**src/rtl/opc_pkg.sv**
```systemverilog
// opc_pkg: shared constants, token type and field widths for offset_pair_counter.
// No dependencies; compile first.
package opc_pkg;

   // sizing
   localparam int MAX_ITEMS   = 1024;
   localparam int VALUE_BITS  = 16;

   // fixed field widths
   localparam int FIELD_BITS  = 16;
   localparam int OFFSET_BITS = 18;
   localparam int PAIRS_BITS  = 10;
   localparam int TOTAL_BITS  = 19;

   // derived widths
   localparam int DIFF_BITS   = VALUE_BITS + 1;
   localparam int BOUND_BITS  = ((DIFF_BITS > OFFSET_BITS) ? DIFF_BITS : OFFSET_BITS) + 1;
   localparam int SLOT_BITS   = $clog2(MAX_ITEMS + 1);
   localparam int CNT_BITS    = (MAX_ITEMS > 2) ? $clog2(MAX_ITEMS) : 1;

   // one request in flight along the cell row
   typedef struct packed {
      logic                         valid;
      logic                         last;
      logic                         full;
      logic [SLOT_BITS-1:0]         slot;
      logic signed [DIFF_BITS-1:0]  diff;
      logic signed [BOUND_BITS-1:0] bound;
      logic [CNT_BITS-1:0]          count;
   } tok_type;

endpackage

```
**src/rtl/opc_cell.sv**
```systemverilog
// opc_cell: one store entry; counts and forwards the passing request token.
// Depends on opc_pkg.
module opc_cell (
   input  logic                          clock,
   input  logic                          reset,
   input  logic                          adv,
   input  logic [opc_pkg::SLOT_BITS-1:0] cell_index,
   input  opc_pkg::tok_type              tok_in_data,
   output opc_pkg::tok_type              tok_out
);
   import opc_pkg::*;

   logic signed [DIFF_BITS-1:0] diff_ff, diff_in;
   tok_type                     tok_ff, tok_in;
   logic                        live, hit, own;

   assign live = tok_in_data.valid && !tok_in_data.full;
   // entries below the token's slot were written earlier in the same set
   assign hit  = live && (cell_index < tok_in_data.slot) &&
                 ($signed(diff_ff) <= $signed(tok_in_data.bound));
   assign own  = live && (cell_index == tok_in_data.slot);

   always_comb begin
      tok_in  = tok_in_data;
      diff_in = diff_ff;
      if (hit) begin
         tok_in.count = tok_in_data.count + 1'b1;
      end
      if (own) begin
         diff_in = tok_in_data.diff;
      end
   end

   always_ff @(posedge clock) begin
      if (adv) begin
         diff_ff <= diff_in;
      end
   end

   always_ff @(posedge clock) begin
      if (reset) begin
         tok_ff.valid <= 1'b0;
      end else if (adv) begin
         tok_ff <= tok_in;
      end
   end

   assign tok_out = tok_ff;

endmodule

```
**config.mk**
```make
export PLATFORM = sky130hd
export DESIGN_NAME = opc_cell
export DESIGN_NICKNAME = d
export VERILOG_FILES = /design/src/rtl/opc_pkg.sv /design/src/rtl/opc_cell.sv
export SDC_FILE = /design/constraint.sdc
export NUM_CORES = 1
export LEC_CHECK = 0
export BUFFER_PORTS_ARGS = -buffer_cell sky130_fd_sc_hd__buf_2
export CAP_MARGIN = 30
export CORE_MARGIN = 4
export CORE_UTILIZATION = 45
export CTS_CLUSTER_DIAMETER = 200
export DETAILED_ROUTE_END_ITERATION = 8
export PLACE_DENSITY_LB_ADDON = 0.12
export SLEW_MARGIN = 20
export SYNTH_ARGS = -nofsm -noshare
export SYNTH_HDL_FRONTEND = slang
export SYNTH_SLANG_ARGS = --single-unit
export TNS_END_PERCENT = 50
```
**constraint.sdc**
```tcl
create_clock -name clock -period 9.8 [get_ports clock]
set_clock_uncertainty 0.05 [all_clocks]
set_input_delay 1.96 -clock clock [delete_from_list [all_inputs] [get_ports clock]]
set_output_delay 1.96 -clock clock [all_outputs]
set_load 0.01 [all_outputs]
```
==> results.md <==
* DR pass1 iterations at 4
* Sequential element share of the synthesized area at 0.694
* Starting DRT DRC Count at 49
* Critical Path Slowest Stage Cell: a211oi_4
* Vias at 2186
* H-tree lvl count at 3
* Placed Area at 0.00414 sq mm
* Levels on crit path at 9
* R2r setup slk at 7.20 ns
* Avg WL per Cell at 13.8 microns
* Hold Fails Final Rpt at 0
* Peak VDD IR at 0.0910 mV
* CP top delay family: compound AO/OA/AOI/OAI gates
* DRC errors left at 0
* Final std cell area, no fill at 0.00432 sq mm
* #FFs+latches synth at 77
* Clk_lat worst skew at 0.33 ns
* Antenna Cells at 0
* Non-filler cells, final at 469
* Worst Tran Pin Value at 0.725 ns
* Dpl ws at 5.50 ns
* Boundary Pins at 134
* Post-Synthesis Cells at 220
* Die height at 93.9 microns
* Row cnt at 31
* Static leakage at 1.89 nW
* Wire length on met2 at 3180 microns
* Crit path cell chain: buf_2 -> inv_1 -> ha_1 -> nand2_1 -> nor3_1 -> a221oi_2 -> a31oi_1 -> a211oi_4 -> mux2_1
* Syn Area/Cell at 15.1 sq um
* Worst R2R End: tok_out[1]$_DFFE_PP_
* CTS sink count at 77
* Grt ovf at 0
* CP Data Arrival Time at 3.95 ns
* First-pass GRT wire length at 10100 microns
* Antenna Nets Post-Route at 0
* Wire length on met3 at 561 microns
* Worst path required time at 9.83 ns
* Layout cell share with drive strength beyond 1 at 0.419
* Core region area at 0.00721 sq mm
* Max Root-Sink Buffers at 2
* Port Buf Inserts at 133
* Area growth, synth to finish at 30.3%
* Synth warnings at 0
* Fmax at 0.255 GHz
* Clock transition at path regs at 0.07 ns
* Cts hold-fix bufs at 0
* Setup TNS Final at 0 ns
* CTS tree: built
* Outcome: complete, no violations
* Unrepaired setup endpoints after global routing: false
* Design Power at 0.682 mW
* Power per Cell Area at 158 mW/mm^2
* Vias/cell at 4.66
* Routability cong. at 0.803
* Fin. max-slew vios at 0
* Crit Path Class: primary input to flip-flop
* Highest metal used: met4
* Hold EP: tok_out[59]$_SDFFE_PP0P_
* CP bufs+invs at 2
* Worst setup margin at 5.88 ns
* Hold crit path type: flip-flop to flip-flop
* Crit. End Element: flip-flop
* Net Count, Synth at 325
* Die X-Extent at 93.9 microns
* Die area at 0.00881 sq mm
* # fillers at 641
* Max Cap Viol at 0
* Number of global-route vias before repair at 2262
* FF-to-FF Start: diff_ff[16]$_DFFE_PP_
* Wl on met1 at 2660 microns
* Initial antenna violation count at 0
* Crit-path max FO at 10
* Commonest non-fill, non-tap cells in the layout: buf_2, edfxtp_1, inv_1
* Final setup violation count at 0
* Root buf cell: clkbuf_8
* Total Routing Usage GR at 0.151
* Startpoint types: primary input
* Detail Placement HPWL at 5120 microns
* Cell area after synthesis at 0.00332 sq mm
* Starting Density at 0.460
* Register-to-Register Path Depth at 7
* Tmin final at 3.92 ns
* Largest net degree at the start of global routing at 59
* Post-CTS Setup Inserts at 0
* Placed Cells incl. Taps at 454
* Slowest stage delay, CP at 0.51 ns
* CTS Buf Count at 9
* Total Nets Final at 471
* Post-synth cell types at 30
* Max_slew headroom at 0.517
* Hold Startpoint: tok_out[59]$_SDFFE_PP0P_
* Commonest non-fill, non-tap cell in the layout: buf_2
* Cts repair resizes at 0
* Hold Path Cell Cnt at 2
* Final wirelength at 6490 microns
* Fin crit share at 0.400
layout make-up:
class	instances	area, sq um	area share
Timing Repair Buffer	135	681	0.157
Clock buffer	9	124	0.0287
Sequential cell	77	2300	0.533
Tap cell	99	124	0.0287
Clock inverter	6	62.6	0.0145
Multi-Input combinational cell	111	910	0.210
Inverter	32	120	0.0278
logic make-up (layout without fill, tap and decap cells):
group	count (synthesis)	after routing	synth area share
and+or+nand+nor	46	46	0.0777
muxes	1	1	0.00339
AOI/OAI and AO/OA	24	24	0.0483
buffers and inverters	32	182	0.0362
xor gates and xnor gates	9	9	0.0238
DFF	77	77	0.694
adders and majority gates	31	31	0.117
stage by stage:
stage,utilization,hold slack [ns]
global placement,0.573,0.407
detailed placement,0.573,0.415
global route,0.599,0.478
finish,0.599,0.420
floorplan,-,0.437
CTS,0.599,0.424
synth_stat cells:
| cell | number | area, sq um |
|---|---|---|
| ha_1 | 31 | 388 |
| mux2_1 | 1 | 11.3 |
| a211oi_4 | 1 | 20.0 |
| o21a_1 | 1 | 7.51 |
| o21ai_1 | 1 | 5.00 |
| nor2_1 | 4 | 15.0 |
| a21o_1 | 1 | 7.51 |
| o21ai_0 | 4 | 20.0 |
| nor3_1 | 3 | 15.0 |
| a221oi_2 | 1 | 15.0 |
| nand4b_1 | 1 | 8.76 |
| inv_1 | 32 | 120 |
| and4_1 | 1 | 8.76 |
| a21oi_1 | 11 | 55.1 |
| nor4_4 | 1 | 21.3 |
| edfxtp_1 | 76 | 2280 |
| nand2_1 | 13 | 48.8 |
| o221ai_1 | 1 | 8.76 |
| nand3_1 | 6 | 30.0 |
| a32oi_1 | 1 | 8.76 |
| and3_1 | 2 | 12.5 |
| xnor2_1 | 8 | 70.1 |
| nand2b_1 | 2 | 12.5 |
| a31oi_1 | 2 | 12.5 |
| dfxtp_1 | 1 | 20.0 |
| xor2_1 | 1 | 8.76 |
| nand3_2 | 1 | 10.0 |
| nand4_1 | 7 | 43.8 |
| nor4_1 | 1 | 6.26 |
| nor2b_1 | 4 | 25.0 |
routing by layer:
metal	vias to the layer above	GRT usage
met1	1002	0.177
met2	75	0.255
met4	0	0.0650
met3	9	0.0465
met5	-	0
li1	1100	-
worst max path at each step:
stage | startpoint | endpoint | slack [ns]
after floorplan | reset | tok_out[0]$_DFFE_PP_ | 4.66
after global placement | tok_in_data[22] | tok_out[1]$_DFFE_PP_ | 5.57
after detailed placement | tok_in_data[27] | tok_out[1]$_DFFE_PP_ | 5.50
after CTS | tok_in_data[27] | tok_out[1]$_DFFE_PP_ | 5.88
after global routing | tok_in_data[22] | tok_out[1]$_DFFE_PP_ | 5.73
final | tok_in_data[27] | tok_out[1]$_DFFE_PP_ | 5.88
worst register-to-register path, delay by kind of cell, from the launching register on:
| kind | cells | cell delay [ns] |
|---|---|---|
| AO/OA/AOI/OAI | 3 | 0.93 |
| AND/OR/NAND/NOR | 2 | 0.23 |
| flip-flops | 1 | 0.43 |
| adder cells (fa/ha/maj) | 1 | 0.35 |
| multiplexers | 1 | 0.37 |
sequential cells by signal (all words and copies together), names as in the netlist:
| signal | cells |
|---|---|
| tok_out | 60 |
| diff_ff | 17 |
power breakdown:
| group | internal (mW) | leakage [nW] | total (mW) | switching, mW |
|---|---|---|---|---|
| clock | 0.116 | 0.0891 | 0.226 | 0.110 |
| combinational | 0.0323 | 1.09 | 0.0728 | 0.0405 |
| sequential | 0.380 | 0.715 | 0.383 | 0.00325 |
(Power assumes the default switching activity.)
