### config.mk
export PLATFORM = sky130hd
export DESIGN_NAME = opc_entry
export DESIGN_NICKNAME = d
export VERILOG_FILES = /design/src/rtl/opc_pkg.sv /design/src/rtl/opc_entry.sv
export SDC_FILE = /design/constraint.sdc
export NUM_CORES = 1
export LEC_CHECK = 0
export ABC_AREA = 1
export BUFFER_PORTS_ARGS = -buffer_cell sky130_fd_sc_hd__buf_4
export CAP_MARGIN = 5
export CORE_MARGIN = 10
export CORE_UTILIZATION = 48
export CTS_CLUSTER_DIAMETER = 40
export DETAILED_ROUTE_END_ITERATION = 10
export GPL_TIMING_DRIVEN = 0
export MAX_ROUTING_LAYER = met4
export PLACE_DENSITY = 0.77
export REMOVE_ABC_BUFFERS = 1
export SETUP_SLACK_MARGIN = 0.4
export SYNTH_ARGS = -nofsm -noshare
export SYNTH_HDL_FRONTEND = slang
export SYNTH_SLANG_ARGS = --single-unit
export TNS_END_PERCENT = 30
### constraint.sdc
create_clock -name clock -period 3.18 [get_ports clock]
set_clock_uncertainty 0.1 [all_clocks]
set_input_delay 0.636 -clock clock [delete_from_list [all_inputs] [get_ports clock]]
set_output_delay 0.636 -clock clock [all_outputs]
set_load 0.01 [all_outputs]
### src/rtl/opc_pkg.sv
// opc_pkg: shared constants, token type and field widths for offset_pair_counter.
// No dependencies; compile first.
package opc_pkg;

   // sizing
   localparam int MAX_ITEMS   = 1024;
   localparam int VALUE_BITS  = 16;

   // fixed field widths
   localparam int FIELD_BITS  = 16;
   localparam int OFFSET_BITS = 18;
   localparam int PAIRS_BITS  = 10;
   localparam int TOTAL_BITS  = 19;

   // derived widths
   localparam int DIFF_BITS   = VALUE_BITS + 1;
   localparam int BOUND_BITS  = ((DIFF_BITS > OFFSET_BITS) ? DIFF_BITS : OFFSET_BITS) + 1;
   localparam int SLOT_BITS   = $clog2(MAX_ITEMS + 1);
   localparam int CNT_BITS    = (MAX_ITEMS > 2) ? $clog2(MAX_ITEMS) : 1;

   // one request in flight along the cell row
   typedef struct packed {
      logic                         valid;
      logic                         last;
      logic                         full;
      logic [SLOT_BITS-1:0]         slot;
      logic signed [DIFF_BITS-1:0]  diff;
      logic signed [BOUND_BITS-1:0] bound;
      logic [CNT_BITS-1:0]          count;
   } tok_type;

endpackage

### src/rtl/opc_entry.sv
// opc_entry: entry stage; forms difference and bound, assigns the store slot.
// Depends on opc_pkg.
module opc_entry (
   input  logic                                   clock,
   input  logic                                   reset,
   input  logic                                   adv,
   input  logic                                   req_valid,
   input  logic signed [opc_pkg::FIELD_BITS-1:0]  first_value,
   input  logic signed [opc_pkg::FIELD_BITS-1:0]  second_value,
   input  logic                                   last_item,
   input  logic signed [opc_pkg::OFFSET_BITS-1:0] offset,
   output opc_pkg::tok_type                       tok_out,
   output logic [opc_pkg::SLOT_BITS-1:0]          slot_level
);
   import opc_pkg::*;

   logic [SLOT_BITS-1:0]            slot_ff, slot_in;
   tok_type                         tok_ff, tok_in;
   logic [VALUE_BITS+FIELD_BITS-1:0] a_wide, b_wide;
   logic signed [VALUE_BITS-1:0]    a_val, b_val;
   logic signed [DIFF_BITS-1:0]     diff;
   logic                            is_full;

   // raw field, reinterpreted as a VALUE_BITS two's complement number
   assign a_wide  = {{VALUE_BITS{1'b0}}, first_value};
   assign b_wide  = {{VALUE_BITS{1'b0}}, second_value};
   assign a_val   = signed'(a_wide[VALUE_BITS-1:0]);
   assign b_val   = signed'(b_wide[VALUE_BITS-1:0]);
   assign diff    = DIFF_BITS'(a_val) - DIFF_BITS'(b_val);
   assign is_full = (slot_ff == SLOT_BITS'(MAX_ITEMS));

   always_comb begin
      tok_in       = tok_ff;
      slot_in      = slot_ff;
      tok_in.valid = req_valid;
      if (req_valid) begin
         tok_in.last  = last_item;
         tok_in.full  = is_full;
         tok_in.slot  = slot_ff;
         tok_in.diff  = diff;
         tok_in.bound = BOUND_BITS'(diff) + BOUND_BITS'(offset);
         tok_in.count = '0;
         if (last_item) begin
            slot_in = '0;
         end else if (!is_full) begin
            slot_in = slot_ff + 1'b1;
         end
      end
   end

   always_ff @(posedge clock) begin
      if (reset) begin
         slot_ff      <= '0;
         tok_ff.valid <= 1'b0;
      end else if (adv) begin
         slot_ff <= slot_in;
         tok_ff  <= tok_in;
      end
   end

   assign tok_out    = tok_ff;
   assign slot_level = slot_ff;

endmodule

==> results of run 1 <==
==> how the worst max path moves through the flow <==
stage / from / endpoint / slack, ps / depth (start not counted)
6_report: second_value[2] / tok_out[28]$_DFFE_PP_ / 280 / 17
3_5_place_dp: first_value[0] / tok_out[28]$_DFFE_PP_ / -460 / 20
3_3_place_gp: reset / tok_out[31]$_DFFE_PP_ / -1130 / 2
4_1_cts: first_value[0] / tok_out[27]$_DFFE_PP_ / 300 / 16
2_1_floorplan: adv / tok_out[10]$_DFFE_PP_ / -140 / 2
5_1_grt: second_value[2] / tok_out[28]$_DFFE_PP_ / 80 / 19
==> placed cells by master, fill, tap and decap left out, drive strengths merged <==
master and n:
inv 80, dfxtp 12, edfxtp 49, nor2 55, a21o 2, a31oi 1, ha 36, o21ai 14
conb 10, and2 1, a21oi 36, clkinvlp 1, xnor2 3, nand2 176, clkinv 4, nor3b 1
clkbuf 11, fa 2, buf 130, o21bai 1, nand3 40, xor2 14, nor4 5, nor3 2
nand4 9
==> routing by layer <==
layer	vias to the layer above	wire, µm
met4	0	120
met3	12	725
li1	2053	-
met5	-	0
met1	1892	5110
met2	151	6310
==> flip-flops by register name (all words and copies together) (netlist names) <==
name / count
tok_out: 50
slot_level: 11
==> power by group through the flow <==
stage                     registers, µW  logic [µW]  clock network, µW
after floorplan                    1010         558                  0
after global placement              986         840                  0
after detailed placement            985         859                  0
after CTS                           968         986                594
after global routing                972        1280                633
final                               968        1160                589
==> per-stage QoR <==
stage               setup WS [ps]  cells
floorplan                    -144    549
global placement            -1130    772
detailed placement           -464    773
CTS                           298    796
global route                 80.2    803
finish                        276    803
==> worst min-delay path, cell delays in order (launching register included) <==
cell and delay, ps:
dfxtp_1 320, nand2_1 60, a21oi_1 50
==> cells by family (layout without fill, tap and decap cells) <==
group | count (synthesis) | after routing | share of synthesized area (%)
flops | 61 | 61 | 39.7
compound gates | 54 | 54 | 6.83
xor+xnor | 17 | 17 | 3.46
other cells | 1 | 10 | 0.0871
buf+inv | 93 | 226 | 9.18
fa+ha+maj | 38 | 38 | 11.4
simple gates | 289 | 289 | 29.3
==> timing repair <==
action                                 CTS  global route
setup endpoints to repair               12            13
pin swaps                               24            22
endpoints found under the hold margin    0             0
gates resized for setup                 54            64
buffers inserted                         7             7
==> final cells by class <==
type | count | area (µm²) | share of cell area (%)
repair buffers | 130 | 1000 | 16.5
clock inverters | 5 | 27.5 | 0.452
well taps | 108 | 135 | 2.22
flip-flops and latches | 61 | 1710 | 28.1
multi-input cells | 408 | 2770 | 45.6
inverters | 80 | 300 | 4.94
clock buffers | 11 | 131 | 2.16
==> flow_summary.json, run 1 <==
{
  "status": "finished clean",
  "ys_warn_count": 0,
  "avgSynthCellArea_um2": 7.79,
  "worstHoldEndpoint": "tok_out[59]$_SDFFE_PP0P_",
  "max_freq_ghz": 0.344,
  "totalWireLength_um": 12300,
  "maxCapViolCount": 0,
  "worstSetupPathType": "in2reg",
  "antenna_found_initial": 0,
  "ant_nets": 0,
  "cp_max_fo": 6,
  "power.switching_uw": 993,
  "die_y_um": 115,
  "synth_area_um2": 4310,
  "regToRegEndpoint": "slot_level[8]$_SDFFE_PP0P_",
  "syn_to_final_growth_pct": 41.3,
  "via_count": 4108,
  "drt_first_pass_iters": 5,
  "synthTopCellsByArea": "edfxtp_1 34%, nand2_1 15%, ha_1 10%",
  "dpl.hpwl_um": 9030,
  "io-pin-count": 126,
  "remaining_drc_errors": 0,
  "ys_ff_latch": 61,
  "n_fill_cell": 656,
  "cpMostUsedCell": "nand2_1",
  "antennaDiodeCount": 0,
  "fin_crit_ps": 2900,
  "cts_buffers": 9,
  "end_kind": "flip-flop",
  "finalInstanceArea_um2": 6080,
  "required_ps": 3180,
  "vdd_drop_max_mv": 0.225,
  "hold_path_class": "reg2reg",
  "first_iter_violations": 205,
  "synth_ff_type": "edfxtp_1",
  "placed_cell_area_um2": 5280,
  "drt-wirelength-per-cell_um": 15.3,
  "worst_hold_path.num_cells": 2,
  "cp-start-kind": "input pin",
  "yosys.area.top_type": "edfxtp_1",
  "swShare_pct": 36.5,
  "root_buffer": "clkbuf_8",
  "tns_ps": 0,
  "routed_via_density": 5.12,
  "power_uw": 2720,
  "cts_tree": "built",
  "grtUsageMet2_pct": 31.9,
  "fp.dieArea_um2": 13200,
  "clock_latency_ps": 340,
  "final-hold-violation-count": 0,
  "worstPathArrival_ps": 2900,
  "nets": 783,
  "slowest_stage": "ha_2",
  "crit_buf_inv": 2,
  "core_region_area_um2": 8720,
  "hold_start": "tok_out[59]$_SDFFE_PP0P_",
  "powerDensity_nw_per_um2": 447,
  "grt_pass1_vias": 4201,
  "worstPathCellList": "buf_4 > inv_1 > ha_4 > nand2_1 > o21ai_2 > nand2_1 > nand2_2 > xor2_1 > ha_2 > a21oi_2 > nand2_1 > nand2_1 > nand3_2 > nand2_1 > nand2_1 > nand2_1 > nand2_1",
  "p_int_uw": 1720,
  "cts_buffer_depth": 2,
  "rrSetupSlack_ps": 1490,
  "r2r-start": "slot_level[0]$_SDFFE_PP0P_",
  "row_count": 34,
  "synth-edff-count": 49,
  "use_met3_pct": 4.35,
  "overflow": 0,
  "yosysTopAreaCellShare_pct": 34.2,
  "slew_headroom_pct": 48.1,
  "die_w_um": 115,
  "max_stage_delay_ps": 380,
  "critical_path.top_delay_family": "simple AND/OR/NAND/NOR gates",
  "initial_core_util_pct": 49.4,
  "holdBufCountCts": 0,
  "worst_pin_slew_ps": 777,
  "drive_gt1_share_pct": 37.4,
  "clock_sinks": 61,
  "final_util_pct": 69.8,
  "synthesis.instances": 553,
  "port_buffers": 115,
  "pwr-share-clk_pct": 21.7,
  "yosys-top-cells-count": "167 x nand2_1, 78 x inv_1, 49 x edfxtp_1, 48 x nor2_1, 37 x nand3_1",
  "synthMostInstantiatedCell": "nand2_1",
  "drv_slew": 0,
  "hold_slack_ps": 370,
  "grt_max_degree": 28,
  "finalCritPeriodShare_pct": 91.3,
  "grt.total_usage_pct": 18.4,
  "cellLeakagePower_uw": 0.00283,
  "setup_viol": 0,
  "rr_worst_depth": 9,
  "seq_area_frac_synth_pct": 39.7,
  "grt_use_met1_pct": 20.8,
  "grt_first_pass_wirelength_um": 19400,
  "cts.clk_slew.worst_paths_ps": 70,
  "p_seq_share_pct": 35.6,
  "grt-busiest-layer": "met2",
  "synth.distinct_cells": 34,
  "combPwrFrac_pct": 42.7,
  "ys_async_sr_fraction_pct": 0,
  "ctsHtreeMaxLevel": 3,
  "place_congestion": 0.853,
  "rsz0062_at_grt": "yes"
}
(Power assumes the default switching activity.)
==> inputs of run 2 (changes only) <==
--- a/config.mk
+++ b/config.mk
@@ -15,8 +15,8 @@
 export GPL_TIMING_DRIVEN = 0
 export MAX_ROUTING_LAYER = met4
 export PLACE_DENSITY = 0.77
-export REMOVE_ABC_BUFFERS = 1
 export SETUP_SLACK_MARGIN = 0.4
+export SKIP_LAST_GASP = 1
 export SYNTH_ARGS = -nofsm -noshare
 export SYNTH_HDL_FRONTEND = slang
 export SYNTH_SLANG_ARGS = --single-unit
==> constraint.sdc (replaced) <==
create_clock -name clock -period 3.18 [get_ports clock]
set_clock_uncertainty 0.1 [all_clocks]
set_input_delay 0.159 -clock clock [delete_from_list [all_inputs] [get_ports clock]]
set_output_delay 0.159 -clock clock [all_outputs]
set_load 0.01 [all_outputs]
==> run 2 against run 1 <==
Against the previous run:
- sequential share of layout area grew 2.2 points
- hold slack lost 350 ps
- critical path depth shrank 1
- utilization shrank 5.0 points
- die area is the same
- first-iteration DRC count grew 5.4%
- critical path type unchanged
- highest routed layer unchanged
==> flow_summary.json, run 2 (same netlist as run 1, synthesis figures left out) <==
{
  "routed_via_density": 4.98,
  "clock_sinks": 61,
  "first_iter_violations": 216,
  "ctsHtreeMaxLevel": 3,
  "critical_path.top_delay_family": "simple AND/OR/NAND/NOR gates",
  "worstSetupPathType": "in2reg",
  "die_w_um": 115,
  "required_ps": 3180,
  "root_buffer": "clkbuf_8",
  "cts_buffer_depth": 2,
  "fp.dieArea_um2": 13200,
  "final-hold-violation-count": 0,
  "cts.clk_slew.worst_paths_ps": 70,
  "grt_pass1_vias": 4010,
  "antenna_found_initial": 0,
  "drive_gt1_share_pct": 26.6,
  "largest_reg_flops": 50,
  "final_util_pct": 64.7,
  "totalWireLength_um": 11100,
  "tns_ps": 0,
  "finalCritPeriodShare_pct": 81.5,
  "fin_crit_ps": 2590,
  "grt.total_usage_pct": 17.3,
  "overflow": 0,
  "syn_to_final_growth_pct": 31.1,
  "hold_path_class": "in2reg",
  "worst_pin_slew_ps": 679,
  "remaining_drc_errors": 0,
  "slew_headroom_pct": 54.6,
  "core_region_area_um2": 8720,
  "cts_buffers": 9,
  "slowest_stage": "fa_2",
  "grt_max_degree": 27,
  "dp.cells": 785,
  "worstPathCellList": "buf_4 > inv_1 > ha_1 > fa_2 > o21ai_4 > nand2_1 > nand2_2 > nand3_1 > nand3_1 > nand2_1 > ha_2 > nand2_1 > nor4_1 > nand2_1 > nand3_1 > nand2_1",
  "cts_tree": "built",
  "cp_max_fo": 5,
  "max_stage_delay_ps": 390,
  "worstPathArrival_ps": 2590,
  "max_freq_ghz": 0.386,
  "stdcell_count": 803,
  "layout_commonest_cell": "nand2_1",
  "cpMostUsedCell": "nand2_1",
  "drt_first_pass_iters": 5,
  "antennaDiodeCount": 0,
  "maxCapViolCount": 0,
  "vdd_drop_max_mv": 0.276,
  "ant_nets": 0,
  "initial_core_util_pct": 49.4,
  "hold_slack_ps": 18.0,
  "dpl.hpwl_um": 9000,
  "end_kind": "flip-flop",
  "crit_cells": 16,
  "status": "finished clean",
  "most-common-layout-cells": "162 x nand2_1, 124 x buf_4, 78 x inv_1",
  "powerDensity_nw_per_um2": 453,
  "io-pin-count": 126,
  "crit_buf_inv": 2,
  "via_count": 4002,
  "row_count": 34,
  "cellLeakagePower_uw": 0.00279,
  "drv_slew": 0,
  "drt-wirelength-per-cell_um": 13.8,
  "die_y_um": 115,
  "nets": 783,
  "port_buffers": 114,
  "rr_worst_depth": 9,
  "worst_hold_path.num_cells": 2,
  "clock_latency_ps": 340,
  "setup_viol": 0,
  "grt_first_pass_wirelength_um": 18300,
  "rsz0062_at_grt": "yes",
  "place_congestion": 0.910,
  "cp-start-kind": "input pin"
}
run 2: cell count changes in the layout (fill, tap and decap cells not counted), moves of 4 or more:
cell	previous run	this run
a21oi_4	4	0
ha_4	16	0
o21ai_0	6	10
a21oi_2	16	6
a21oi_1	16	30
nand2_2	32	12
ha_2	8	3
nand2_4	6	1
ha_1	12	33
nand2_1	137	162
run 2: final cells by class:
type	instances	area [µm²]
fill	750	3080
multi-input combinational	408	2310
sequential	61	1710
timing repair buffer	117	896
inverter	80	300
clock buffer	12	145
tap	108	135
buffer	13	95.1
clock inverter	4	47.5
run 2: worst register-to-register path, delay by kind of cell (launching register included):
| family | cells | cell delay, ps |
|---|---|---|
| AND/OR/NAND/NOR | 6 | 500 |
| flip-flops | 1 | 470 |
| buffers and inverters | 1 | 110 |
| adder cells (fa/ha/maj) | 1 | 350 |
| AO/OA/AOI/OAI | 1 | 100 |
run 2: worst paths after layout:
check,to,startpoint,slack [ps]
max,tok_out[26]$_DFFE_PP_,first_value[0],590
min,tok_out[10]$_DFFE_PP_,offset[0],20
max reg2reg,slot_level[8]$_SDFFE_PP0P_,slot_level[0]$_SDFFE_PP0P_,1480
min reg2reg,tok_out[59]$_SDFFE_PP0P_,tok_out[59]$_SDFFE_PP0P_,380
run 2: layer usage:
layer	share of wire [%]	global-route usage (%)	vias to the layer above
li1	-	-	2063
met1	43	20.3	1786
met4	1.8	5.53	0
met3	7.4	5.61	18
met2	47	27.7	135
met5	0	-	-
run 2: stage by stage:
stage,instance area (µm²),total power (µW),worst slack (ps)
after floorplan,4340,1580,432
after global placement,5330,1830,8.47
after detailed placement,5360,1850,2.13
after CTS,5570,2550,406
after global routing,5650,2730,375
final,5650,2560,588
run 2: repair_timing:
| action | CTS | global route |
|---|---|---|
| setup endpoints to repair | 1 | 10 |
| setup buffers | 0 | 0 |
| hold endpoints to repair | 2 | 0 |
| hold buffers | 2 | 0 |
| resized for setup | 1 | 19 |
| pin swaps | 0 | 1 |
run 2: power breakdown:
| part | leakage, µW | internal (µW) | switching [µW] |
|---|---|---|---|
| Combinational | 0.00215 | 361 | 537 |
| Clock | 0.0000964 | 381 | 313 |
| Sequential | 0.000546 | 950 | 17.3 |
| Total | 0.00279 | 1690 | 867 |
