[src/rtl/opc_pkg.sv]
// opc_pkg: shared constants, token type and field widths for offset_pair_counter.
// No dependencies; compile first.
package opc_pkg;

   // sizing
   localparam int MAX_ITEMS   = 1024;
   localparam int VALUE_BITS  = 16;

   // fixed field widths
   localparam int FIELD_BITS  = 16;
   localparam int OFFSET_BITS = 18;
   localparam int PAIRS_BITS  = 10;
   localparam int TOTAL_BITS  = 19;

   // derived widths
   localparam int DIFF_BITS   = VALUE_BITS + 1;
   localparam int BOUND_BITS  = ((DIFF_BITS > OFFSET_BITS) ? DIFF_BITS : OFFSET_BITS) + 1;
   localparam int SLOT_BITS   = $clog2(MAX_ITEMS + 1);
   localparam int CNT_BITS    = (MAX_ITEMS > 2) ? $clog2(MAX_ITEMS) : 1;

   // one request in flight along the cell row
   typedef struct packed {
      logic                         valid;
      logic                         last;
      logic                         full;
      logic [SLOT_BITS-1:0]         slot;
      logic signed [DIFF_BITS-1:0]  diff;
      logic signed [BOUND_BITS-1:0] bound;
      logic [CNT_BITS-1:0]          count;
   } tok_type;

endpackage

[src/rtl/opc_tally.sv]
// opc_tally: end of the cell row; running set total and response register.
// Depends on opc_pkg.
module opc_tally (
   input  logic                           clock,
   input  logic                           reset,
   input  opc_pkg::tok_type               tail,
   input  logic                           rsp_ready,
   output logic                           adv,
   output logic                           rsp_valid,
   output logic [opc_pkg::PAIRS_BITS-1:0] pairs_added,
   output logic [opc_pkg::TOTAL_BITS-1:0] total_pairs,
   output logic                           full_flag,
   output logic                           set_done
);
   import opc_pkg::*;

   logic                             valid_ff;
   logic [PAIRS_BITS-1:0]            pairs_ff;
   logic [TOTAL_BITS-1:0]            sum_ff, set_total_ff, set_total_in, sum;
   logic                             full_ff, done_ff;
   logic [CNT_BITS+PAIRS_BITS-1:0]   cnt_p;
   logic [CNT_BITS+TOTAL_BITS-1:0]   cnt_t;

   assign adv   = !valid_ff || rsp_ready;
   assign cnt_p = {{PAIRS_BITS{1'b0}}, tail.count};
   assign cnt_t = {{TOTAL_BITS{1'b0}}, tail.count};
   assign sum   = set_total_ff + cnt_t[TOTAL_BITS-1:0];

   always_comb begin
      set_total_in = set_total_ff;
      if (tail.valid) begin
         set_total_in = tail.last ? '0 : sum;
      end
   end

   always_ff @(posedge clock) begin
      if (reset) begin
         valid_ff     <= 1'b0;
         set_total_ff <= '0;
      end else if (adv) begin
         valid_ff     <= tail.valid;
         set_total_ff <= set_total_in;
      end
   end

   always_ff @(posedge clock) begin
      if (adv && tail.valid) begin
         pairs_ff <= cnt_p[PAIRS_BITS-1:0];
         sum_ff   <= sum;
         full_ff  <= tail.full;
         done_ff  <= tail.last;
      end
   end

   assign rsp_valid   = valid_ff;
   assign pairs_added = pairs_ff;
   assign total_pairs = sum_ff;
   assign full_flag   = full_ff;
   assign set_done    = done_ff;

endmodule

[config.mk]
export PLATFORM = sky130hd
export DESIGN_NAME = opc_tally
export DESIGN_NICKNAME = d
export VERILOG_FILES = /design/src/rtl/opc_pkg.sv /design/src/rtl/opc_tally.sv
export SDC_FILE = /design/constraint.sdc
export NUM_CORES = 1
export LEC_CHECK = 0
export ABC_AREA = 1
export BUFFER_PORTS_ARGS = -buffer_cell sky130_fd_sc_hd__buf_2
export CAP_MARGIN = 20
export CORE_MARGIN = 5
export CORE_UTILIZATION = 49
export DETAILED_ROUTE_END_ITERATION = 6
export GPL_TIMING_DRIVEN = 0
export PLACE_DENSITY_LB_ADDON = 0.12
export SLEW_MARGIN = 5
export SYNTH_ARGS = -nofsm -noshare
export SYNTH_HDL_FRONTEND = slang
export SYNTH_SLANG_ARGS = --single-unit
[constraint.sdc]
create_clock -name clock -period 2.24 [get_ports clock]
set_input_delay 0.336 -clock clock [delete_from_list [all_inputs] [get_ports clock]]
set_output_delay 0.336 -clock clock [all_outputs]
set_load 0.02 [all_outputs]
==> summary.md, run 1 <==
| Metric | Value |
|---|---|
| Worst setup startpoint | set_total_ff[0] |
| Initial antenna violation count | 0 |
| # Post-CTS Setup Buffers | 0 |
| # hold bufs at CTS | 0 |
| First-pass GRT wire length | 8660 um |
| Maximum VDD drop | 0.381 mV |
| Worst setup endpoint | total_pairs[14] |
| Overflow after GRT | 0 |
| Synth unique cells | 28 |
| Worst Path Max Fanout | 4 |
| Avg Cell Area, Syn | 8.89 um2 |
| HP Class | in -> reg |
| Most frequent cells in the layout | 85 x nand2_1, 48 x buf_2, 31 x edfxtp_1, 30 x inv_1, 24 x a21oi_1 |
| Crit path DAT | 2.16 ns |
| H-tree levels | 2 |
| Reg area | 1330 um2 |
| Worst Path Class, Setup | reg -> reg |
| Leakage | 1.37 nW |
| ANT nets after route | 0 |
| Crit path max-delay cell type | fa_1 |
| Tmin final | 2.09 ns |
| IO Port Bufs | 47 |
| Ant diodes | 0 |
| Die X | 81.9 um |
| Layout cells sized above 1 | 0.235 |
| Initial core utilization | 0.500 |
| PD cells | 670 nW/um2 |
| YS warnings | 0 |
| Clock Latency Late Sink | 0.31 ns |
| CTS sink count | 51 |
| Slew HR | 0.602 |
| Max-Cap Viols | 0 |
| Most used cell, CP | nand2_1 |
| Gate Count Post-Synth | 285 |
| Period utilization | 0.933 |
| Routed vias | 1983 |
| Reg2Reg Capture Point | total_pairs[14] |
| Final Setup Violations | 0 |
| Final hold violations | 0 |
| Max Root-Sink Buffers | 2 |
| Reg2Reg Depth | 10 |
| 1st-iter DRT viols | 68 |
| Cell area after synthesis | 2530 um2 |
| Fin nets | 414 |
| Placer congestion estimate | 0.832 |
| Vias in the first global route | 1945 |
| Unrepaired setup endpoints after global routing | false |
| Core ar. | 5070 um2 |
| Worst reg2reg setup slack | 0.15 ns |
| DRC errors left | 0 |
| CTS tree | done |
| Critical Path Source Type | flop |
| Drt total wl | 5030 um |
| Post-synthesis sequential area ratio | 0.525 |
| Most common cell after layout, fill and taps aside | nand2_1 |
| Clock Pin Slew Worst Setup and Hold Paths | 0.09 ns |
| Post-Layout Cell Count | 411 |
| Die Area | 6710 um2 |
| Area growth, synth to finish | 18.5% |
| Critical path required time | 2.30 ns |
| Max incr delay on CP | 0.45 ns |
| Wirelength per Cell | 12.2 um |
| Post-Route Utilization | 0.592 |
| Drt via density | 4.82 |
| Worst R2R Start | set_total_ff[0] |
| Largest net degree at the start of global routing | 22 |
| Highest clock rate | 478 MHz |
| Hpwl dp | 3960 um |
| Fillers | 459 |
| Num CTS Buffers | 5 |
| Status | finished clean |
| Rows | 26 |
| Die height | 81.9 um |
| Seq cells post-synth | 51 |
| Area occupied by multi-input gates | 1070 um2 |
| I/O pin count | 96 |
| CP endpoint kind | flop |
| Max-slew violations | 0 |
| Min Hold Slack | 0.208 ns |
| Net Count, Synth | 359 |
| Cell total after placement | 403 |
| Total GRT Usage | 0.170 |
| Slew at the pin closest to its max-slew limit | 0.597 ns |
| Root Driver | clkbuf_8 |
| CP Cell Sequence | ha_1, fa_1, nand2_1, nand2_1, nand3_1, nand2_2, nand2_1, nand2_2, or2_1, and2_1 |
| Clk_skew | 0.00743 ns |
| CTS resizes | 0 |
| Pre-antenna DRT Iters | 4 |
-- routing by layer --
metal | part of all wire | up-vias | GRT usage
met4 | 0.023 | 0 | 0.0698
li1 | - | 1042 | -
met3 | 0.063 | 10 | 0.0384
met1 | 0.46 | 887 | 0.219
met2 | 0.45 | 44 | 0.276
met5 | 0 | - | 0
-- sequential cells by signal, indices dropped and copies added, names as in the netlist --
signal	cells
rsp_valid	1
set_done	1
pairs_added	10
set_total_ff	19
full_flag	1
total_pairs	19
-- power breakdown --
part	switching (mW)	leakage, nW	internal, mW	total [mW]
Combinational	0.196	0.839	0.0973	0.293
Clock	0.288	0.0612	0.361	0.649
Sequential	0.0147	0.467	1.06	1.07
Total	0.498	1.37	1.51	2.01
-- cell type report --
| cell class | instances | share of cell area |
|---|---|---|
| clock inverters | 2 | 0.0117 |
| multi-input cells | 199 | 0.357 |
| flip-flops and latches | 51 | 0.443 |
| well taps | 70 | 0.0292 |
| repair buffers | 48 | 0.0875 |
| inverters | 30 | 0.0375 |
| clock buffers | 6 | 0.0275 |
| plain buffers | 5 | 0.00667 |
-- metrics by stage --
stage	total power [mW]	setup WS, ns	area, um2	setup TNS, ns
floorplan	1.29	0.240	2530	0
global route	2.12	0.00751	3000	0
finish	2.01	0.150	3000	0
global placement	1.38	-0.0875	2860	-2.64
CTS	2.05	0.138	3000	0
detailed placement	1.39	-0.00139	2890	-0.00139
-- how the worst min path moves through the flow --
stage          slack [ns]         endpoint       startpoint  depth (start not counted)
6_report             0.21        full_flag         tail[57]                          1
5_1_grt              0.20        full_flag         tail[57]                          1
4_1_cts              0.20        full_flag         tail[57]                          1
3_5_place_dp         0.46  set_total_ff[5]  set_total_ff[5]                          2
3_3_place_gp         0.46  set_total_ff[4]  set_total_ff[4]                          2
2_1_floorplan        0.43        full_flag         tail[57]                          0
-- worst max-delay path, delay by kind of cell (launching register included) --
kind / cells / cell delay (ns)
adders and majority gates: 2 / 0.69
DFF: 1 / 0.33
and+or+nand+nor: 8 / 0.82
-- cells in the mapped netlist --
cell,instances,area (um2)
nor2_4,1,11.3
nand2_2,11,68.8
nand2_1,85,319
buf_2,1,5.00
nor2_1,11,41.3
nor3_2,1,10.0
fa_1,1,20.0
or2_1,1,6.26
nor3_1,2,10.0
edfxtp_1,31,931
a21oi_2,2,17.5
or2_0,1,6.26
inv_1,30,113
nor3b_2,1,12.5
and2_1,9,56.3
a21oi_1,24,120
nand4_1,1,6.26
nand3_2,3,30.0
a22oi_1,1,7.51
clkbuf_1,4,15.0
dfxtp_1,20,400
xor2_1,7,61.3
ha_1,10,125
and2_2,1,7.51
or2_2,1,6.26
o21ai_0,1,5.00
nand3_1,22,110
nor2_2,2,12.5
-- logic make-up after synthesis --
kind of cell | count (synthesis) | share of synthesized area
flops | 51 | 0.525
xor+xnor | 7 | 0.0242
compound gates | 28 | 0.0592
simple gates | 153 | 0.282
fa+ha+maj | 11 | 0.0573
buf+inv | 35 | 0.0523
Note: power is estimated with default switching activity, not from simulation.
==> inputs of run 2 (changes only) <==
--- a/config.mk
+++ b/config.mk
@@ -13,4 +13,4 @@
 export DETAILED_ROUTE_END_ITERATION = 6
-export GPL_TIMING_DRIVEN = 0
 export PLACE_DENSITY_LB_ADDON = 0.12
+export RECOVER_POWER = 25
 export SLEW_MARGIN = 5
==> constraint.sdc (replaced) <==
create_clock -name clock -period 2.24 [get_ports clock]
set_input_delay 0.448 -clock clock [delete_from_list [all_inputs] [get_ports clock]]
set_output_delay 0.448 -clock clock [all_outputs]
set_load 0.02 [all_outputs]
==> run 2 against run 1 <==
Via count rose by 0.35%. Total power fell by 7.5%. Register-to-register slack improved by 0.08 ns. Hold slack improved by 0.10 ns. Sequential share of layout area rose by 0.90 points. Fmax rose by 4.1%. Critical path depth did not move. First-iteration DRC count rose by 28%. Combinational power fell by 3%. Flip-flop and latch count did not move. Critical endpoint unchanged.
==> summary.md, run 2 (same netlist as run 1, synthesis figures left out) <==
| Metric | Value |
|---|---|
| Slew at the pin closest to its max-slew limit | 0.565 ns (was 0.597 ns) |
| Die Area | 6710 um2 (unchanged) |
| Reg2Reg Depth | 10 (unchanged) |
| Critical Path Source Type | flop (unchanged) |
| Wirelength per Cell | 12.2 um (about the same) |
| Max Root-Sink Buffers | 2 (unchanged) |
| CTS tree | done (unchanged) |
| Drt via density | 4.82 (about the same) |
| DRC errors left | 0 (unchanged) |
| Int Power | 1.36 mW (was 1.51 mW) |
| Worst R2R Start | set_total_ff[0] (unchanged) |
| 1st-iter DRT viols | 87 (was 68) |
| Rows | 26 (unchanged) |
| Total GRT Usage | 0.167 (was 0.170) |
| CTS sink count | 51 (unchanged) |
| Maximum VDD drop | 0.287 mV (was 0.381 mV) |
| Clock Pin Slew Worst Setup and Hold Paths | 0.09 ns (about the same) |
| Hpwl dp | 3820 um (was 3960 um) |
| # Post-CTS Setup Buffers | 0 (unchanged) |
| Cell total after placement | 405 (was 403) |
| Max-slew violations | 0 (unchanged) |
| Sw power | 501 uW (was 498 uW) |
| Clock Latency Late Sink | 0.30 ns (was 0.31 ns) |
| Vias in the first global route | 1913 (was 1945) |
| Slew HR | 0.623 (was 0.602) |
| Total power draw | 1.86 mW (was 2.01 mW) |
| Sw frac | 0.269 (was 0.248) |
| Layout cells sized above 1 | 0.172 (was 0.235) |
| Highest clock rate | 498 MHz (was 478 MHz) |
| IO Port Bufs | 48 (was 47) |
| Drt total wl | 5040 um (was 5030 um) |
| Worst setup startpoint | set_total_ff[0] (unchanged) |
| Worst Path Class, Setup | reg -> reg (unchanged) |
| Period utilization | 0.896 (was 0.933) |
| HP Class | in -> reg (unchanged) |
| Root Driver | clkbuf_8 (unchanged) |
| Num CTS Buffers | 5 (unchanged) |
| Ant diodes | 0 (unchanged) |
| # hold bufs at CTS | 0 (unchanged) |
| CP endpoint kind | flop (unchanged) |
| Core ar. | 5070 um2 (unchanged) |
| Worst reg2reg setup slack | 0.23 ns (was 0.15 ns) |
| Fin nets | 416 (was 414) |
| Status | finished clean (unchanged) |
| Largest net degree at the start of global routing | 23 (was 22) |
| Overflow after GRT | 0 (unchanged) |
| Initial core utilization | 0.500 (unchanged) |
| First-pass GRT wire length | 8600 um (was 8660 um) |
| ANT nets after route | 0 (unchanged) |
| Die X | 81.9 um (unchanged) |
| H-tree levels | 2 (unchanged) |
| Die height | 81.9 um (unchanged) |
| Worst setup endpoint | total_pairs[14] (unchanged) |
| Final hold violations | 0 (unchanged) |
| Most frequent cells in the layout | 85 x nand2_1, 31 x edfxtp_1, 30 x inv_1, 26 x clkbuf_1 (was 85 x nand2_1, 48 x buf_2, 31 x edfxtp_1, 30 x inv_1, 24 x a21oi_1) |
| Post-Layout Cell Count | 413 (was 411) |
| Seq pwr share | 0.575 (was 0.532) |
| PD cells | 633 nW/um2 (was 670 nW/um2) |
| CTS resizes | 0 (unchanged) |
| Critical path required time | 2.30 ns (about the same) |
| Clock power share | 0.272 (was 0.323) |
| Unrepaired setup endpoints after global routing | false (unchanged) |
| Worst Path Max Fanout | 4 (unchanged) |
| Hold Path Origin | tail[57] (unchanged) |
| Final Setup Violations | 0 (unchanged) |
| Crit path DAT | 2.07 ns (was 2.16 ns) |
| Placer congestion estimate | 0.864 (was 0.832) |
| Min Hold Slack | 0.311 ns (was 0.208 ns) |
| Most common cell after layout, fill and taps aside | nand2_1 (unchanged) |
| Clk_skew | 0.00707 ns (was 0.00743 ns) |
| Initial antenna violation count | 0 (unchanged) |
| I/O pin count | 96 (unchanged) |
| Leakage | 1.29 nW (was 1.37 nW) |
| Reg2Reg Capture Point | total_pairs[14] (unchanged) |
| Tmin final | 2.01 ns (was 2.09 ns) |
| Routed vias | 1990 (was 1983) |
| Area growth, synth to finish | 16.1% (was 18.5%) |
| Pre-antenna DRT Iters | 4 (unchanged) |
| Comb power frac | 0.152 (was 0.146) |
| Max-Cap Viols | 0 (unchanged) |
| Setup_tns | 0 ns (unchanged) |
[run 2: changes by cell type in the layout (fill, tap and decap cells not counted), sizes merged]
cell / change
clkbuf: +21
clkinv: +1
buf: -19
bufinv: -1
[run 2: worst max-delay path, cell delays in order, from the launching register on]
cell,delay [ns]
dfxtp_1,0.32
ha_1,0.21
fa_1,0.42
nand2_1,0.08
nand2_1,0.06
nand3_1,0.08
nand2_2,0.08
nand2_1,0.09
nand2_2,0.08
or2_1,0.22
and2_1,0.13
[run 2: power by group through the flow]
stage	Clock (mW)	Sequential [mW]	Combinational, mW
after floorplan	0	1.15	0.138
after global placement	0	1.09	0.291
after detailed placement	0	1.09	0.295
after CTS	0.529	1.07	0.296
after global routing	0.568	1.08	0.317
final	0.507	1.07	0.283
[run 2: layout make-up]
class,count,area [um2]
Tap cell,70,87.6
Inverter,30,113
Sequential cell,51,1330
Clock inverter,2,8.76
Fill cell,502,2130
Timing Repair Buffer,55,259
Clock buffer,6,72.6
Multi-Input combinational cell,199,1070
[run 2: worst min path at each step]
stage	end	slack [ns]	cells after the start
after floorplan	set_total_ff[0]	0.45	2
after global placement	set_total_ff[0]	0.46	2
after detailed placement	set_total_ff[4]	0.46	2
after CTS	full_flag	0.30	1
after global routing	full_flag	0.31	1
final	full_flag	0.31	1
[run 2: through the flow]
| step | instance area (um2) | setup WS (ns) | utilization |
|---|---|---|---|
| finish | 2940 | 0.232 | 0.580 |
| global route | 2940 | 0.103 | 0.580 |
| CTS | 2980 | 0.224 | 0.587 |
| detailed placement | 2900 | -0.0310 | 0.571 |
| global placement | 2900 | -0.0328 | 0.571 |
| floorplan | 2530 | 0.168 | - |
[run 2: layer usage]
metal  part of all wire  wire length (um)  global-route usage  vias up
met2               0.48              2420               0.287       41
met1               0.45              2280               0.206      901
li1                   -                 -                   -     1042
met3              0.056               284              0.0373        6
met5                  0                 0                   0        -
met4              0.011                55              0.0548        0
==> inputs of run 3 (changes only) <==
- CORE_UTILIZATION: 49 -> 45
- clock period: 2.24 -> 2.55 ns (I/O delays scaled with it)
==> run 3 against run 2 <==
Critical path type unchanged. Global-route usage fell by 2.0 points. Routed wire length fell by 0.67%. Total power fell by 10%. Highest routed layer unchanged.
==> summary.md, run 3 (same netlist as run 1, synthesis figures left out) <==
| Metric | Value |
|---|---|
| CP endpoint kind | flop (unchanged) |
| Reg2Reg Depth | 10 (unchanged) |
| First-pass GRT wire length | 8600 um (about the same) |
| Hpwl dp | 3720 um (was 3820 um) |
| Die X | 85.1 um (was 81.9 um) |
| Root Driver | clkbuf_8 (unchanged) |
| Critical Path Source Type | flop (unchanged) |
| Leakage | 1.27 nW (was 1.29 nW) |
| Max incr delay on CP | 0.45 ns (was 0.42 ns) |
| HP Class | in -> reg (unchanged) |
| Slew at the pin closest to its max-slew limit | 0.524 ns (was 0.565 ns) |
| Highest clock rate | 474 MHz (was 498 MHz) |
| Status | finished clean (unchanged) |
| Area growth, synth to finish | 15.7% (was 16.1%) |
| Most common cell after layout, fill and taps aside | nand2_1 (unchanged) |
| CP Cell Sequence | ha_1, fa_1, nand2_1, nand2_1, nand3_1, nand2_2, nand2_1, nand2_2, or2_1, and2_1 (unchanged) |
| Setup_tns | 0 ns (unchanged) |
| Vias in the first global route | 1946 (was 1913) |
| Min Hold Slack | 0.379 ns (was 0.311 ns) |
| Pre-antenna DRT Iters | 4 (unchanged) |
| Initial antenna violation count | 0 (unchanged) |
| # hold bufs at CTS | 0 (unchanged) |
| IO Port Bufs | 48 (unchanged) |
| Rows | 27 (was 26) |
| Placer congestion estimate | 0.850 (was 0.864) |
| Slew HR | 0.650 (was 0.623) |
| Max Root-Sink Buffers | 2 (unchanged) |
| Hold depth | 1 (unchanged) |
| Clock Latency Late Sink | 0.30 ns (about the same) |
| # Post-CTS Setup Buffers | 0 (unchanged) |
| CTS resizes | 0 (unchanged) |
| Worst Path Max Fanout | 4 (unchanged) |
| Crit path DAT | 2.17 ns (was 2.07 ns) |
| Final Setup Violations | 0 (unchanged) |
| Maximum VDD drop | 0.280 mV (was 0.287 mV) |
| Drt total wl | 5010 um (was 5040 um) |
| CTS tree | done (unchanged) |
| Worst Path Class, Setup | reg -> reg (unchanged) |
| Ant diodes | 0 (unchanged) |
| Most frequent cells in the layout | 85 x nand2_1, 31 x edfxtp_1, 30 x inv_1, 25 x buf_2, 24 x a21oi_1 (was 85 x nand2_1, 31 x edfxtp_1, 30 x inv_1, 26 x clkbuf_1) |
| Unrepaired setup endpoints after global routing | false (unchanged) |
| Initial core utilization | 0.460 (was 0.500) |
| Fillers | 527 (was 502) |
| Core ar. | 5510 um2 (was 5070 um2) |
| H-tree levels | 2 (unchanged) |
| Drt via density | 4.83 (was 4.82) |
| Die height | 85.1 um (was 81.9 um) |
| Clk_skew | 0.00839 ns (was 0.00707 ns) |
| I/O pin count | 96 (unchanged) |
| Die Area | 7230 um2 (was 6710 um2) |
| CTS sink count | 51 (unchanged) |
| Crit path max-delay cell type | fa_1 (unchanged) |
| Largest net degree at the start of global routing | 23 (unchanged) |
| Max-slew violations | 0 (unchanged) |
| Critical path required time | 2.61 ns (was 2.30 ns) |
| Total GRT Usage | 0.147 (was 0.167) |
| Wirelength per Cell | 12.2 um (about the same) |
| Most used cell, CP | nand2_1 (unchanged) |
| Layout cells sized above 1 | 0.166 (was 0.172) |
| Overflow after GRT | 0 (unchanged) |
| ANT nets after route | 0 (unchanged) |
| Clock Pin Slew Worst Setup and Hold Paths | 0.09 ns (about the same) |
| Num CTS Buffers | 5 (unchanged) |
| Period utilization | 0.828 (was 0.896) |
| Fin nets | 411 (was 416) |
| DRC errors left | 0 (unchanged) |
| Routed vias | 1982 (was 1990) |
| PD cells | 569 nW/um2 (was 633 nW/um2) |
| Max-Cap Viols | 0 (unchanged) |
| Final hold violations | 0 (unchanged) |
| Tmin final | 2.11 ns (was 2.01 ns) |
| 1st-iter DRT viols | 104 (was 87) |
## run 3: cell types whose count changed in the layout (fill, tap and decap cells not counted)
cell and change:
buf_4 -5, clkinvlp_4 +1, clkbuf_1 -3, clkinv_2 -1, nand3_1 +1, buf_2 +1
nand3_2 -1, clkbuf_8 +1, buf_12 +1
## run 3: per-layer routing
metal / global-route usage / share of wire / wire length [um]
met1: 0.189 / 0.46 / 2320
met2: 0.240 / 0.46 / 2290
met3: 0.0379 / 0.065 / 328
met4: 0.0475 / 0.014 / 69
met5: 0 / 0 / 0
## run 3: worst paths after layout
| check | from | slack (ns) | endpoint |
|---|---|---|---|
| setup / recovery | set_total_ff[0] | 0.44 | total_pairs[14] |
| hold / removal | tail[57] | 0.38 | full_flag |
| setup reg to reg | set_total_ff[0] | 0.44 | total_pairs[14] |
| hold reg to reg | set_total_ff[3] | 0.48 | set_total_ff[3] |
## run 3: cell type report
type,instances,area (um2),share of cell area
Sequential cell,51,1330,0.454
Multi-Input combinational cell,199,1070,0.363
Timing Repair Buffer,50,239,0.0815
Inverter,30,113,0.0384
Tap cell,72,90.1,0.0307
Clock buffer,6,82.6,0.0282
Clock inverter,2,11.3,0.00384
## run 3: critical path: cells and delay by family (launching register included)
kind	cells	cell delay, ns
adder cells (fa/ha/maj)	2	0.70
flip-flops	1	0.33
AND/OR/NAND/NOR	8	0.84
## run 3: stage by stage
stage | setup WS (ns) | util | area [um2] | cells | power, mW
2_1_floorplan | 0.416 | - | 2530 | 285 | 1.13
3_3_place_gp | 0.149 | 0.522 | 2870 | 402 | 1.21
3_5_place_dp | 0.135 | 0.522 | 2870 | 402 | 1.22
4_1_cts | 0.453 | 0.539 | 2970 | 410 | 1.70
5_1_grt | 0.350 | 0.533 | 2930 | 410 | 1.75
6_report | 0.439 | 0.533 | 2930 | 410 | 1.67
## run 3: where the power goes
part           switching [mW]  internal [mW]  leakage (nW)
Combinational           0.170         0.0773         0.763
Clock                   0.263          0.217        0.0449
Sequential             0.0141          0.928         0.467
